**src/hdl/tbr_pkg.sv**
```systemverilog
`timescale 1ns / 1ps

package tbr_pkg;

    localparam int BOUND_W    = 64;
    localparam int IN_DATA_W  = 520;
    localparam int OUT_DATA_W = 280;

    localparam logic REQ_INTERSECT = 1'b0;
    localparam logic REQ_UNION     = 1'b1;

    localparam logic [1:0] ST_OK        = 2'd0;
    localparam logic [1:0] ST_NO_COMMON = 2'd1;
    localparam logic [1:0] ST_MISMATCH  = 2'd2;
    localparam logic [1:0] ST_GAP       = 2'd3;

    localparam logic [1:0] ORD_LESS    = 2'b11;
    localparam logic [1:0] ORD_EQUAL   = 2'b00;
    localparam logic [1:0] ORD_GREATER = 2'b01;

    localparam logic [1:0] FLAG_VALUE = 2'b01;
    localparam logic [1:0] FLAG_TIME  = 2'b10;

    typedef logic signed [BOUND_W-1:0] bound_t;

    typedef struct packed {
        logic [1:0] flags;
        bound_t     xmin;
        bound_t     xmax;
        bound_t     tmin;
        bound_t     tmax;
    } box_t;

    // three-way outcome of one signed compare
    typedef struct packed {
        logic lt;
        logic gt;
    } ord_t;

    // all compares one dimension needs
    // lo: a.min vs b.min, hi: a.max vs b.max, aa: a.min vs a.max,
    // bb: b.min vs b.max, ab: a.min vs b.max, ba: b.min vs a.max
    typedef struct packed {
        ord_t lo;
        ord_t hi;
        ord_t aa;
        ord_t bb;
        ord_t ab;
        ord_t ba;
    } dim_cmp_t;

    typedef struct packed {
        logic [4:0] topo_bits;
        logic [3:0] value_pos_bits;
        logic [3:0] time_pos_bits;
        logic [1:0] order;
        logic       equal;
        logic [1:0] status;
        logic       box_valid;
        logic [1:0] box_flags;
        bound_t     box_xmin;
        bound_t     box_xmax;
        bound_t     box_tmin;
        bound_t     box_tmax;
    } result_t;

    function automatic ord_t cmp3(bound_t a, bound_t b);
        ord_t o;
        o.lt = (a < b);
        o.gt = (a > b);
        return o;
    endfunction

    function automatic logic is_eq(ord_t o);
        return !o.lt && !o.gt;
    endfunction

    // order of a chosen lower bound against a chosen upper bound
    function automatic ord_t pick_ord(dim_cmp_t c, logic lo_from_a, logic hi_from_a);
        ord_t o;
        unique case ({lo_from_a, hi_from_a})
            2'b11:   o = c.aa;
            2'b10:   o = c.ab;
            2'b01:   o = c.ba;
            default: o = c.bb;
        endcase
        return o;
    endfunction

endpackage

```
**src/hdl/tbr_dim_cmp.sv**
```systemverilog
`timescale 1ns / 1ps

module tbr_dim_cmp (
    input  tbr_pkg::bound_t   a_lo,
    input  tbr_pkg::bound_t   a_hi,
    input  tbr_pkg::bound_t   b_lo,
    input  tbr_pkg::bound_t   b_hi,
    output tbr_pkg::dim_cmp_t cmp_out
);

    always_comb
    begin
        cmp_out.lo = tbr_pkg::cmp3(a_lo, b_lo);
        cmp_out.hi = tbr_pkg::cmp3(a_hi, b_hi);
        cmp_out.aa = tbr_pkg::cmp3(a_lo, a_hi);
        cmp_out.bb = tbr_pkg::cmp3(b_lo, b_hi);
        cmp_out.ab = tbr_pkg::cmp3(a_lo, b_hi);
        cmp_out.ba = tbr_pkg::cmp3(b_lo, a_hi);
    end

endmodule

```
**src/hdl/tbr_relate.sv**
```systemverilog
`timescale 1ns / 1ps

module tbr_relate (
    input  logic              req_type,
    input  tbr_pkg::box_t     box_a,
    input  tbr_pkg::box_t     box_b,
    input  tbr_pkg::dim_cmp_t xc,
    input  tbr_pkg::dim_cmp_t tc,
    output tbr_pkg::result_t  res
);

    logic hx, ht, common;
    logic ovl_x, ovl_t, ovl, inter;
    logic same, adj, hold_ab, hold_ba;
    logic is_union;
    logic lo_a_x, hi_a_x, lo_a_t, hi_a_t;
    tbr_pkg::ord_t ix_ord, it_ord, rx_ord, rt_ord;
    tbr_pkg::bound_t x_lo, x_hi, t_lo, t_hi;
    logic valid;
    logic [1:0] rf;
    logic [1:0] status;
    logic [1:0] ord;
    logic eq;

    always_comb
    begin
        hx = box_a.flags[0] & box_b.flags[0];
        ht = box_a.flags[1] & box_b.flags[1];
        common = hx | ht;
        is_union = (req_type == tbr_pkg::REQ_UNION);

        ovl_x = !xc.ba.gt && !xc.ab.gt;
        ovl_t = !tc.ba.gt && !tc.ab.gt;
        ovl = (!hx || ovl_x) && (!ht || ovl_t);
        inter = common && ovl;

        same = (!hx || (tbr_pkg::is_eq(xc.lo) && tbr_pkg::is_eq(xc.hi)))
            && (!ht || (tbr_pkg::is_eq(tc.lo) && tbr_pkg::is_eq(tc.hi)));

        // intersection bounds: larger min, smaller max
        ix_ord = tbr_pkg::pick_ord(xc, !xc.lo.lt, !xc.hi.gt);
        it_ord = tbr_pkg::pick_ord(tc, !tc.lo.lt, !tc.hi.gt);
        adj = inter && ((hx && tbr_pkg::is_eq(ix_ord)) || (ht && tbr_pkg::is_eq(it_ord)));

        hold_ab = (!hx || (!xc.lo.gt && !xc.hi.lt)) && (!ht || (!tc.lo.gt && !tc.hi.lt));
        hold_ba = (!hx || (!xc.lo.lt && !xc.hi.gt)) && (!ht || (!tc.lo.lt && !tc.hi.gt));

        res.topo_bits = common ? {adj, same, ovl, hold_ba, hold_ab} : 5'd0;
        res.value_pos_bits = hx ? {!xc.lo.lt, xc.ab.gt, !xc.hi.gt, xc.ba.gt} : 4'd0;
        res.time_pos_bits  = ht ? {!tc.lo.lt, tc.ab.gt, !tc.hi.gt, tc.ba.gt} : 4'd0;

        // time first, then value, then flags
        priority if (ht && tc.lo.lt)      ord = tbr_pkg::ORD_LESS;
        else if (ht && tc.lo.gt)          ord = tbr_pkg::ORD_GREATER;
        else if (ht && tc.hi.lt)          ord = tbr_pkg::ORD_LESS;
        else if (ht && tc.hi.gt)          ord = tbr_pkg::ORD_GREATER;
        else if (hx && xc.lo.lt)          ord = tbr_pkg::ORD_LESS;
        else if (hx && xc.lo.gt)          ord = tbr_pkg::ORD_GREATER;
        else if (hx && xc.hi.lt)          ord = tbr_pkg::ORD_LESS;
        else if (hx && xc.hi.gt)          ord = tbr_pkg::ORD_GREATER;
        else if (box_a.flags < box_b.flags) ord = tbr_pkg::ORD_LESS;
        else if (box_a.flags > box_b.flags) ord = tbr_pkg::ORD_GREATER;
        else                              ord = tbr_pkg::ORD_EQUAL;
        res.order = ord;

        eq = (box_a.flags == box_b.flags)
            && (!box_a.flags[0] || (tbr_pkg::is_eq(xc.lo) && tbr_pkg::is_eq(xc.hi)))
            && (!box_a.flags[1] || (tbr_pkg::is_eq(tc.lo) && tbr_pkg::is_eq(tc.hi)));
        res.equal = eq;

        // union takes smaller min and larger max
        lo_a_x = is_union ? xc.lo.lt : !xc.lo.lt;
        hi_a_x = is_union ? xc.hi.gt : !xc.hi.gt;
        lo_a_t = is_union ? tc.lo.lt : !tc.lo.lt;
        hi_a_t = is_union ? tc.hi.gt : !tc.hi.gt;
        x_lo = lo_a_x ? box_a.xmin : box_b.xmin;
        x_hi = hi_a_x ? box_a.xmax : box_b.xmax;
        t_lo = lo_a_t ? box_a.tmin : box_b.tmin;
        t_hi = hi_a_t ? box_a.tmax : box_b.tmax;
        rx_ord = tbr_pkg::pick_ord(xc, lo_a_x, hi_a_x);
        rt_ord = tbr_pkg::pick_ord(tc, lo_a_t, hi_a_t);

        status = tbr_pkg::ST_OK;
        valid = 1'b0;
        if (!is_union)
        begin
            if (!common)
                status = tbr_pkg::ST_NO_COMMON;
            else if (inter)
                valid = 1'b1;
        end
        else
        begin
            priority if (box_a.flags != box_b.flags) status = tbr_pkg::ST_MISMATCH;
            else if (!common)                        status = tbr_pkg::ST_NO_COMMON;
            else if (!ovl)                           status = tbr_pkg::ST_GAP;
            else                                     valid = 1'b1;
        end
        rf = valid ? {ht, hx} : 2'b00;

        res.status = status;
        res.box_valid = valid;
        res.box_flags = rf;
        // inverted pairs come out in ascending order
        res.box_xmin = (rf & tbr_pkg::FLAG_VALUE) != 2'b00 ? (rx_ord.gt ? x_hi : x_lo) : '0;
        res.box_xmax = (rf & tbr_pkg::FLAG_VALUE) != 2'b00 ? (rx_ord.gt ? x_lo : x_hi) : '0;
        res.box_tmin = (rf & tbr_pkg::FLAG_TIME) != 2'b00 ? (rt_ord.gt ? t_hi : t_lo) : '0;
        res.box_tmax = (rf & tbr_pkg::FLAG_TIME) != 2'b00 ? (rt_ord.gt ? t_lo : t_hi) : '0;
    end

endmodule

```
**src/hdl/temporal_box_relation_unit.sv**
```systemverilog
`timescale 1ns / 1ps

// Relates two value-time boxes: topology, position predicates, equality, a
// three-way order and the intersection or union box with a status code. One
// box pair is taken every clock while the result side does not stall. The
// pipeline is an input register, one level of parallel 64-bit signed compares
// with min/max selection, and an output register that holds each result; a
// stall on the result side holds both stages and drops s_tready only when
// both are full.
module temporal_box_relation_unit (
    input  logic                             clk,
    input  logic                             rst_n,
    input  logic                             s_tvalid,
    output logic                             s_tready,
    // a_flags, a_xmin, a_xmax, a_tmin, a_tmax, b_flags, b_xmin, b_xmax,
    // b_tmin, b_tmax, zero pad
    input  logic [tbr_pkg::IN_DATA_W-1:0]    s_tdata,
    // req_type
    input  logic [0:0]                       s_tuser,
    output logic                             m_tvalid,
    input  logic                             m_tready,
    // topo_bits, value_pos_bits, time_pos_bits, order, equal, status,
    // box_valid, box_flags, box_xmin, box_xmax, box_tmin, box_tmax, zero pad
    output logic [tbr_pkg::OUT_DATA_W-1:0]   m_tdata
);

    logic in_valid_reg, in_valid_next;
    logic in_req_reg;
    logic [tbr_pkg::IN_DATA_W-1:0] in_data_reg;
    logic out_valid_reg, out_valid_next;
    tbr_pkg::result_t out_res_reg, out_res_next;
    logic adv;
    tbr_pkg::box_t box_a, box_b;
    tbr_pkg::dim_cmp_t xc, tc;

    assign adv = !out_valid_reg || m_tready;
    assign s_tready = !in_valid_reg || adv;
    assign in_valid_next = s_tready ? s_tvalid : in_valid_reg;
    assign out_valid_next = adv ? in_valid_reg : out_valid_reg;

    always_comb
    begin
        box_a.flags = in_data_reg[1:0];
        box_a.xmin  = in_data_reg[65:2];
        box_a.xmax  = in_data_reg[129:66];
        box_a.tmin  = in_data_reg[193:130];
        box_a.tmax  = in_data_reg[257:194];
        box_b.flags = in_data_reg[259:258];
        box_b.xmin  = in_data_reg[323:260];
        box_b.xmax  = in_data_reg[387:324];
        box_b.tmin  = in_data_reg[451:388];
        box_b.tmax  = in_data_reg[515:452];
    end

    tbr_dim_cmp u_cmp_x (
        .a_lo    (box_a.xmin),
        .a_hi    (box_a.xmax),
        .b_lo    (box_b.xmin),
        .b_hi    (box_b.xmax),
        .cmp_out (xc)
    );

    tbr_dim_cmp u_cmp_t (
        .a_lo    (box_a.tmin),
        .a_hi    (box_a.tmax),
        .b_lo    (box_b.tmin),
        .b_hi    (box_b.tmax),
        .cmp_out (tc)
    );

    tbr_relate u_relate (
        .req_type (in_req_reg),
        .box_a    (box_a),
        .box_b    (box_b),
        .xc       (xc),
        .tc       (tc),
        .res      (out_res_next)
    );

    always_ff @(posedge clk or negedge rst_n)
    begin
        if (!rst_n)
        begin
            in_valid_reg  <= 1'b0;
            out_valid_reg <= 1'b0;
        end
        else
        begin
            in_valid_reg  <= in_valid_next;
            out_valid_reg <= out_valid_next;
        end
    end

    always_ff @(posedge clk)
    begin
        if (s_tvalid && s_tready)
        begin
            in_req_reg  <= s_tuser[0];
            in_data_reg <= s_tdata;
        end
        if (adv && in_valid_reg)
        begin
            out_res_reg <= out_res_next;
        end
    end

    assign m_tvalid = out_valid_reg;

    always_comb
    begin
        m_tdata = '0;
        m_tdata[4:0]     = out_res_reg.topo_bits;
        m_tdata[8:5]     = out_res_reg.value_pos_bits;
        m_tdata[12:9]    = out_res_reg.time_pos_bits;
        m_tdata[14:13]   = out_res_reg.order;
        m_tdata[15]      = out_res_reg.equal;
        m_tdata[17:16]   = out_res_reg.status;
        m_tdata[18]      = out_res_reg.box_valid;
        m_tdata[20:19]   = out_res_reg.box_flags;
        m_tdata[84:21]   = out_res_reg.box_xmin;
        m_tdata[148:85]  = out_res_reg.box_xmax;
        m_tdata[212:149] = out_res_reg.box_tmin;
        m_tdata[276:213] = out_res_reg.box_tmax;
    end

endmodule

```
**config.mk**
```make
export PLATFORM = sky130hd
export DESIGN_NAME = temporal_box_relation_unit
export DESIGN_NICKNAME = d
export VERILOG_FILES = /design/src/hdl/tbr_pkg.sv /design/src/hdl/tbr_dim_cmp.sv /design/src/hdl/tbr_relate.sv /design/src/hdl/temporal_box_relation_unit.sv
export SDC_FILE = /design/constraint.sdc
export NUM_CORES = 2
export LEC_CHECK = 0
export BUFFER_PORTS_ARGS = -buffer_cell sky130_fd_sc_hd__buf_2
export CAP_MARGIN = 20
export CORE_MARGIN = 2
export CORE_UTILIZATION = 45
export DETAILED_ROUTE_END_ITERATION = 12
export PLACE_DENSITY = 0.66
export SETUP_SLACK_MARGIN = 0.2
export SLEW_MARGIN = 10
export SYNTH_ARGS = -nofsm -noshare
export SYNTH_HDL_FRONTEND = slang
export SYNTH_HIERARCHICAL = 1
export SYNTH_SLANG_ARGS = --single-unit
export TNS_END_PERCENT = 5
```
**constraint.sdc**
```tcl
create_clock -name clk -period 17 [get_ports clk]
set_input_delay 0.85 -clock clk [delete_from_list [all_inputs] [get_ports clk]]
set_output_delay 0.85 -clock clk [all_outputs]
set_load 0.05 [all_outputs]
```
After elaboration in Yosys (flattened, before gate mapping). Cells that the tools add are included.

Register bits: 796. Input port bits: 525. Output and inout bits: 282. Word-level logic and storage cells: 167.

$lt $le $gt $ge: 26. Equality and inequality tests: 14. Muxes and demuxes: 37. Bitwise logic cells: 3. Reductions and logical operators: 70.

Operator list (number): $gt 64x64->1 (12); $lt 64x64->1 (12); $mux 64 (8); $logic_and 1x1->1 (34); $mux 2 (13); $logic_not 1->1 (22); $eq 2x2->1 const B (8); $logic_or 1x1->1 (13); $mux 1 (12); $pmux 2 s3 (2); $reduce_or 9->1 (1); $eq 2x1->1 const B (4); $pmux 1 s3 (2); $and 1x1->1 (2); $eq 2x2->1 (1); $gt 2x2->1 (1); $lt 2x2->1 (1); $ne 2x2->1 (1); $or 1x1->1 (1).

Longest topological paths before layout.
Depth after elaboration: 10. Gate-level depth with buffers: 17. Gate-level depth less buffers: 14.

Cells and area by module. Netlist, hierarchy kept.

Modules (own cells, without submodules): temporal_box_relation_unit (instances 1, cells each 806, area an instance 23973.0 µm², seq. area each 23892.9 µm²); tbr_dim_cmp (instances 2, cells each 1158, area an instance 8983.6 µm², seq. area each 0.0 µm²); tbr_relate (instances 1, cells each 943, area an instance 7743.7 µm², seq. area each 0.0 µm²).

Least setup slack after synthesis. Ideal clock, no wire load.

Kind: input to register. Start point: input m_tready. End point: register out_res_reg, in the netlist m_tdata[0] (enable). Setup time: 674 ps. Arrival: 7267 ps. Required time: 16326 ps. Path slack: 9059 ps. Stages on the path: 2. Buffers on the path: 0. Cells stage by stage: nand2b_1 and2_1.

Word-level cells in the longest chain between the ends: 2.

RTL lines: from (decl) (line temporal_box_relation_unit.sv:21) `input logic m_tready,`; $logic_or 1x1->1 (line temporal_box_relation_unit.sv:36) `assign adv = !out_valid_reg || m_tready;`; $logic_and 1x1->1 (line temporal_box_relation_unit.sv:101) `if (adv && in_valid_reg)`; to (signal assigned) (line temporal_box_relation_unit.sv:103) `out_res_reg <= out_res_next;`; to (decl) (line temporal_box_relation_unit.sv:31) `tbr_pkg::result_t out_res_reg, out_res_next;`.

No other way between the ends. A chain may end at the register's enable or synchronous reset.

==> results.py <==
metrics = {
    "status": {
        "status": "completed",
    },
    "layout": {
        "area_delta_synth_final_pct": 17.0,
        "mostFrequentLayoutCells": "buf_2, edfxtp_1, ha_1",
        "finalNonFillerCells": 6458,
        "largest_reg_flops": 516,
        "final_layout_size_suffix_gt1_share_pct": 22.1,
        "final_common_cell": "buf_2",
        "final_nets": 6176,
    },
    "worst_setup_path": {
        "cp.arrival_ns": 7.90,
        "cp.buffers_inverters": 1,
        "critPathKind": "register to register",
        "cpPeakStageDelay_ns": 1.09,
        "endpoint_kind": "register",
        "crit_path_frequent_cell": "a211oi_1",
        "slowest_stage": "xnor2_4",
        "path_max_fanout": 69,
        "worst_path_dominant_cell_family": "simple AND/OR/NAND/NOR gates",
        "path_cells": "ha_1 -> nand4_1 -> or3_1 -> nor2_1 -> nand2_1 -> a211oi_1 -> nor4_1 -> xnor2_1 -> a41oi_1 -> xnor2_4 -> mux4_4 -> buf_4 -> nor2b_1 -> a211oi_1",
        "cp_data_required_time_ns": 17.40,
        "cp-start-kind": "register",
    },
    "synth": {
        "synth-seq-cells": 796,
        "synth-compound-area-share_pct": 10.3,
        "yosys_warnings": 6,
        "synthDistinctLibCells": 67,
        "synth_adder_area_share_pct": 19.4,
        "synthMuxAreaShare_pct": 9.01,
        "seq_area_frac_synth_pct": 48.1,
        "syn_inst": 4065,
        "synth_xor_area_share_pct": 0.312,
        "synth_top_family_by_area": "adder cells",
        "syn_area_um2": 49700,
        "synthArstFlopShare_pct": 0.251,
        "synth-main-ff-cell": "edfxtp_1",
        "avgSynthCellArea_um2": 12.2,
        "synth-edff-count": 794,
        "synth-simple-area-share_pct": 8.52,
    },
    "cts": {
        "htree_levels": 3,
        "ctsResizeCount": 0,
        "clock-root-buffer": "clkbuf_16",
        "cts_setup_buffers": 0,
        "cts_buffer_depth": 3,
        "cts_buffers": 89,
        "clock_latency_ns": 0.68,
        "cts_tree": "built",
        "numClockSinks": 796,
        "clk_pin_slew_ns": 0.06,
    },
    "timing": {
        "drv_slew": 0,
        "setup_tns_ns": 0,
        "final_hold_viol_count": 0,
        "max_slew_margin_pct": 23.2,
        "fmax_mhz": 133,
        "fin_skew_ns": 0.0296,
        "fin_crit_sh_pct": 44.2,
        "period_minus_slack_ns": 7.51,
        "setup_violations": 0,
        "worst_slew_pin_slew_ns": 1.15,
        "grt_setup_unrepaired": "no",
    },
    "grt": {
        "grt_overflow": 0,
        "grt_usage_pct": 27.4,
        "grt_max_degree": 134,
        "grt_pass1_vias": 35800,
        "grt_pass1_wl_um": 229000,
        "antenna_found_initial": 58,
    },
    "route": {
        "drtIter0Drc": 2800,
        "viasPerCell": 5.63,
        "wl_met2_um": 73700,
        "via_count": 36400,
        "wirelength_um": 159000,
        "drcViolationCount": 0,
        "top_layer": "met5",
        "wl_met1_um": 67500,
        "antenna_left": 0,
        "wl_per_cell_um": 24.6,
        "dr_wl_met3_um": 12000,
        "first_pass_iters": 6,
    },
    "floorplan": {
        "boundaryPins": 807,
        "core_area_um2": 109000,
        "dieArea_um2": 113000,
        "die_h_um": 336,
        "start_util_pct": 45.5,
        "die_w_um": 336,
        "placementRows": 121,
    },
    "job": {
        "cap_viol_max_count": 0,
    },
    "power": {
        "peakVddDrop_mv": 0.0813,
        "power_density_nw_per_um2": 109,
        "leakage_nw": 26.8,
    },
    "placed_design": {
        "hpwlAfterDp_um": 126000,
        "placed_cells": 6263,
        "port_buffers": 799,
        "place_congestion": 0.947,
    },
    "hold_path": {
        "hold_path.class": "input port to register",
    },
}
-- kinds of logic (layout without fill, tap and decap cells) --
family,after synthesis,after routing
adders and majority gates,772,772
AOI/OAI and AO/OA,795,795
xor gates and xnor gates,16,16
other,1,36
and+or+nand+nor,787,787
DFF,796,796
muxes,388,388
buffers and inverters,510,1392
-- report_power, final --
part	leakage, nW	internal [mW]	switching [mW]
clock network	1.38	1.10	0.809
logic	17.6	0.757	1.18
registers	7.77	2.35	0.125
total	26.8	4.22	2.11
-- metrics by stage --
step           area [um^2]  power [mW]  utilization, %  worst slack (ns)  hold slack [ns]
5_1_grt              58100        6.60            53.3              9.15            0.306
2_1_floorplan        49700        3.97               -              9.06            0.511
6_report             58100        6.33            53.3              9.49            0.346
4_1_cts              58100        6.35            53.2              9.57            0.294
3_3_place_gp         55200        4.39            50.6              9.57            0.542
3_5_place_dp         55200        4.43            50.6              9.63            0.539
-- repair_timing --
item	CTS	global route
endpoints found under the hold margin	2	0
hold buffers	1	0
endpoints found under the setup margin	0	0
-- cell usage after synthesis, drive strengths merged, types with 6 or more instances --
cell type / number / area (um^2)
a211oi: 164 / 1230
a21o: 169 / 1270
a21oi: 268 / 1340
a221o: 6 / 60.1
a221oi: 15 / 131
a31oi: 10 / 62.6
and2: 8 / 55.1
and4: 10 / 92.6
buf: 76 / 495
clkbuf: 32 / 120
edfxtp: 794 / 23800
ha: 772 / 9660
inv: 402 / 1510
mux2: 128 / 1850
mux2i: 258 / 2580
nand2: 117 / 449
nand2b: 8 / 50.1
nand3: 50 / 250
nand4: 162 / 1010
nor2: 179 / 672
nor2b: 153 / 957
nor3: 27 / 135
nor4: 38 / 250
o211ai: 20 / 150
o21a: 8 / 60.1
o21ai: 88 / 440
o21bai: 6 / 45.0
o221ai: 6 / 52.6
o31ai: 6 / 45.0
or3: 9 / 56.3
or4: 10 / 82.6
xnor2: 8 / 85.1
xor2: 8 / 70.1
-- routing by layer --
layer,track usage [%],vias to the layer above
li1,-,17200
met5,0,-
met4,10.2,38
met1,36.6,17700
met3,5.86,275
met2,43.9,1238
-- final timing paths --
path	depth (start not counted)	start	to	slack [ns]
worst max-delay path	14	in_data_reg[257]$_DFFE_PP_	m_tdata[215]$_DFFE_PP_	9.49
worst min-delay path	1	s_tdata[403]	in_data_reg[403]$_DFFE_PP_	0.35
worst max register to register	14	in_data_reg[257]$_DFFE_PP_	m_tdata[215]$_DFFE_PP_	9.49
worst min register to register	1	in_valid_reg$_DFFE_PN0P_	m_tvalid$_DFFE_PN0P_	0.56
max in group asynchronous	2	rst_n	in_valid_reg$_DFFE_PN0P_	16.42
min in group asynchronous	2	rst_n	m_tvalid$_DFFE_PN0P_	0.49
-- final cells by class --
cell class	count	area [um^2]
clock inverter	50	445
sequential	796	23900
inverter	402	1510
tap	1476	1850
fill	9534	51000
multi-input combinational	2761	23700
clock buffer	111	2390
antenna	33	82.6
timing repair buffer	829	4240
(Power assumes the default switching activity.)
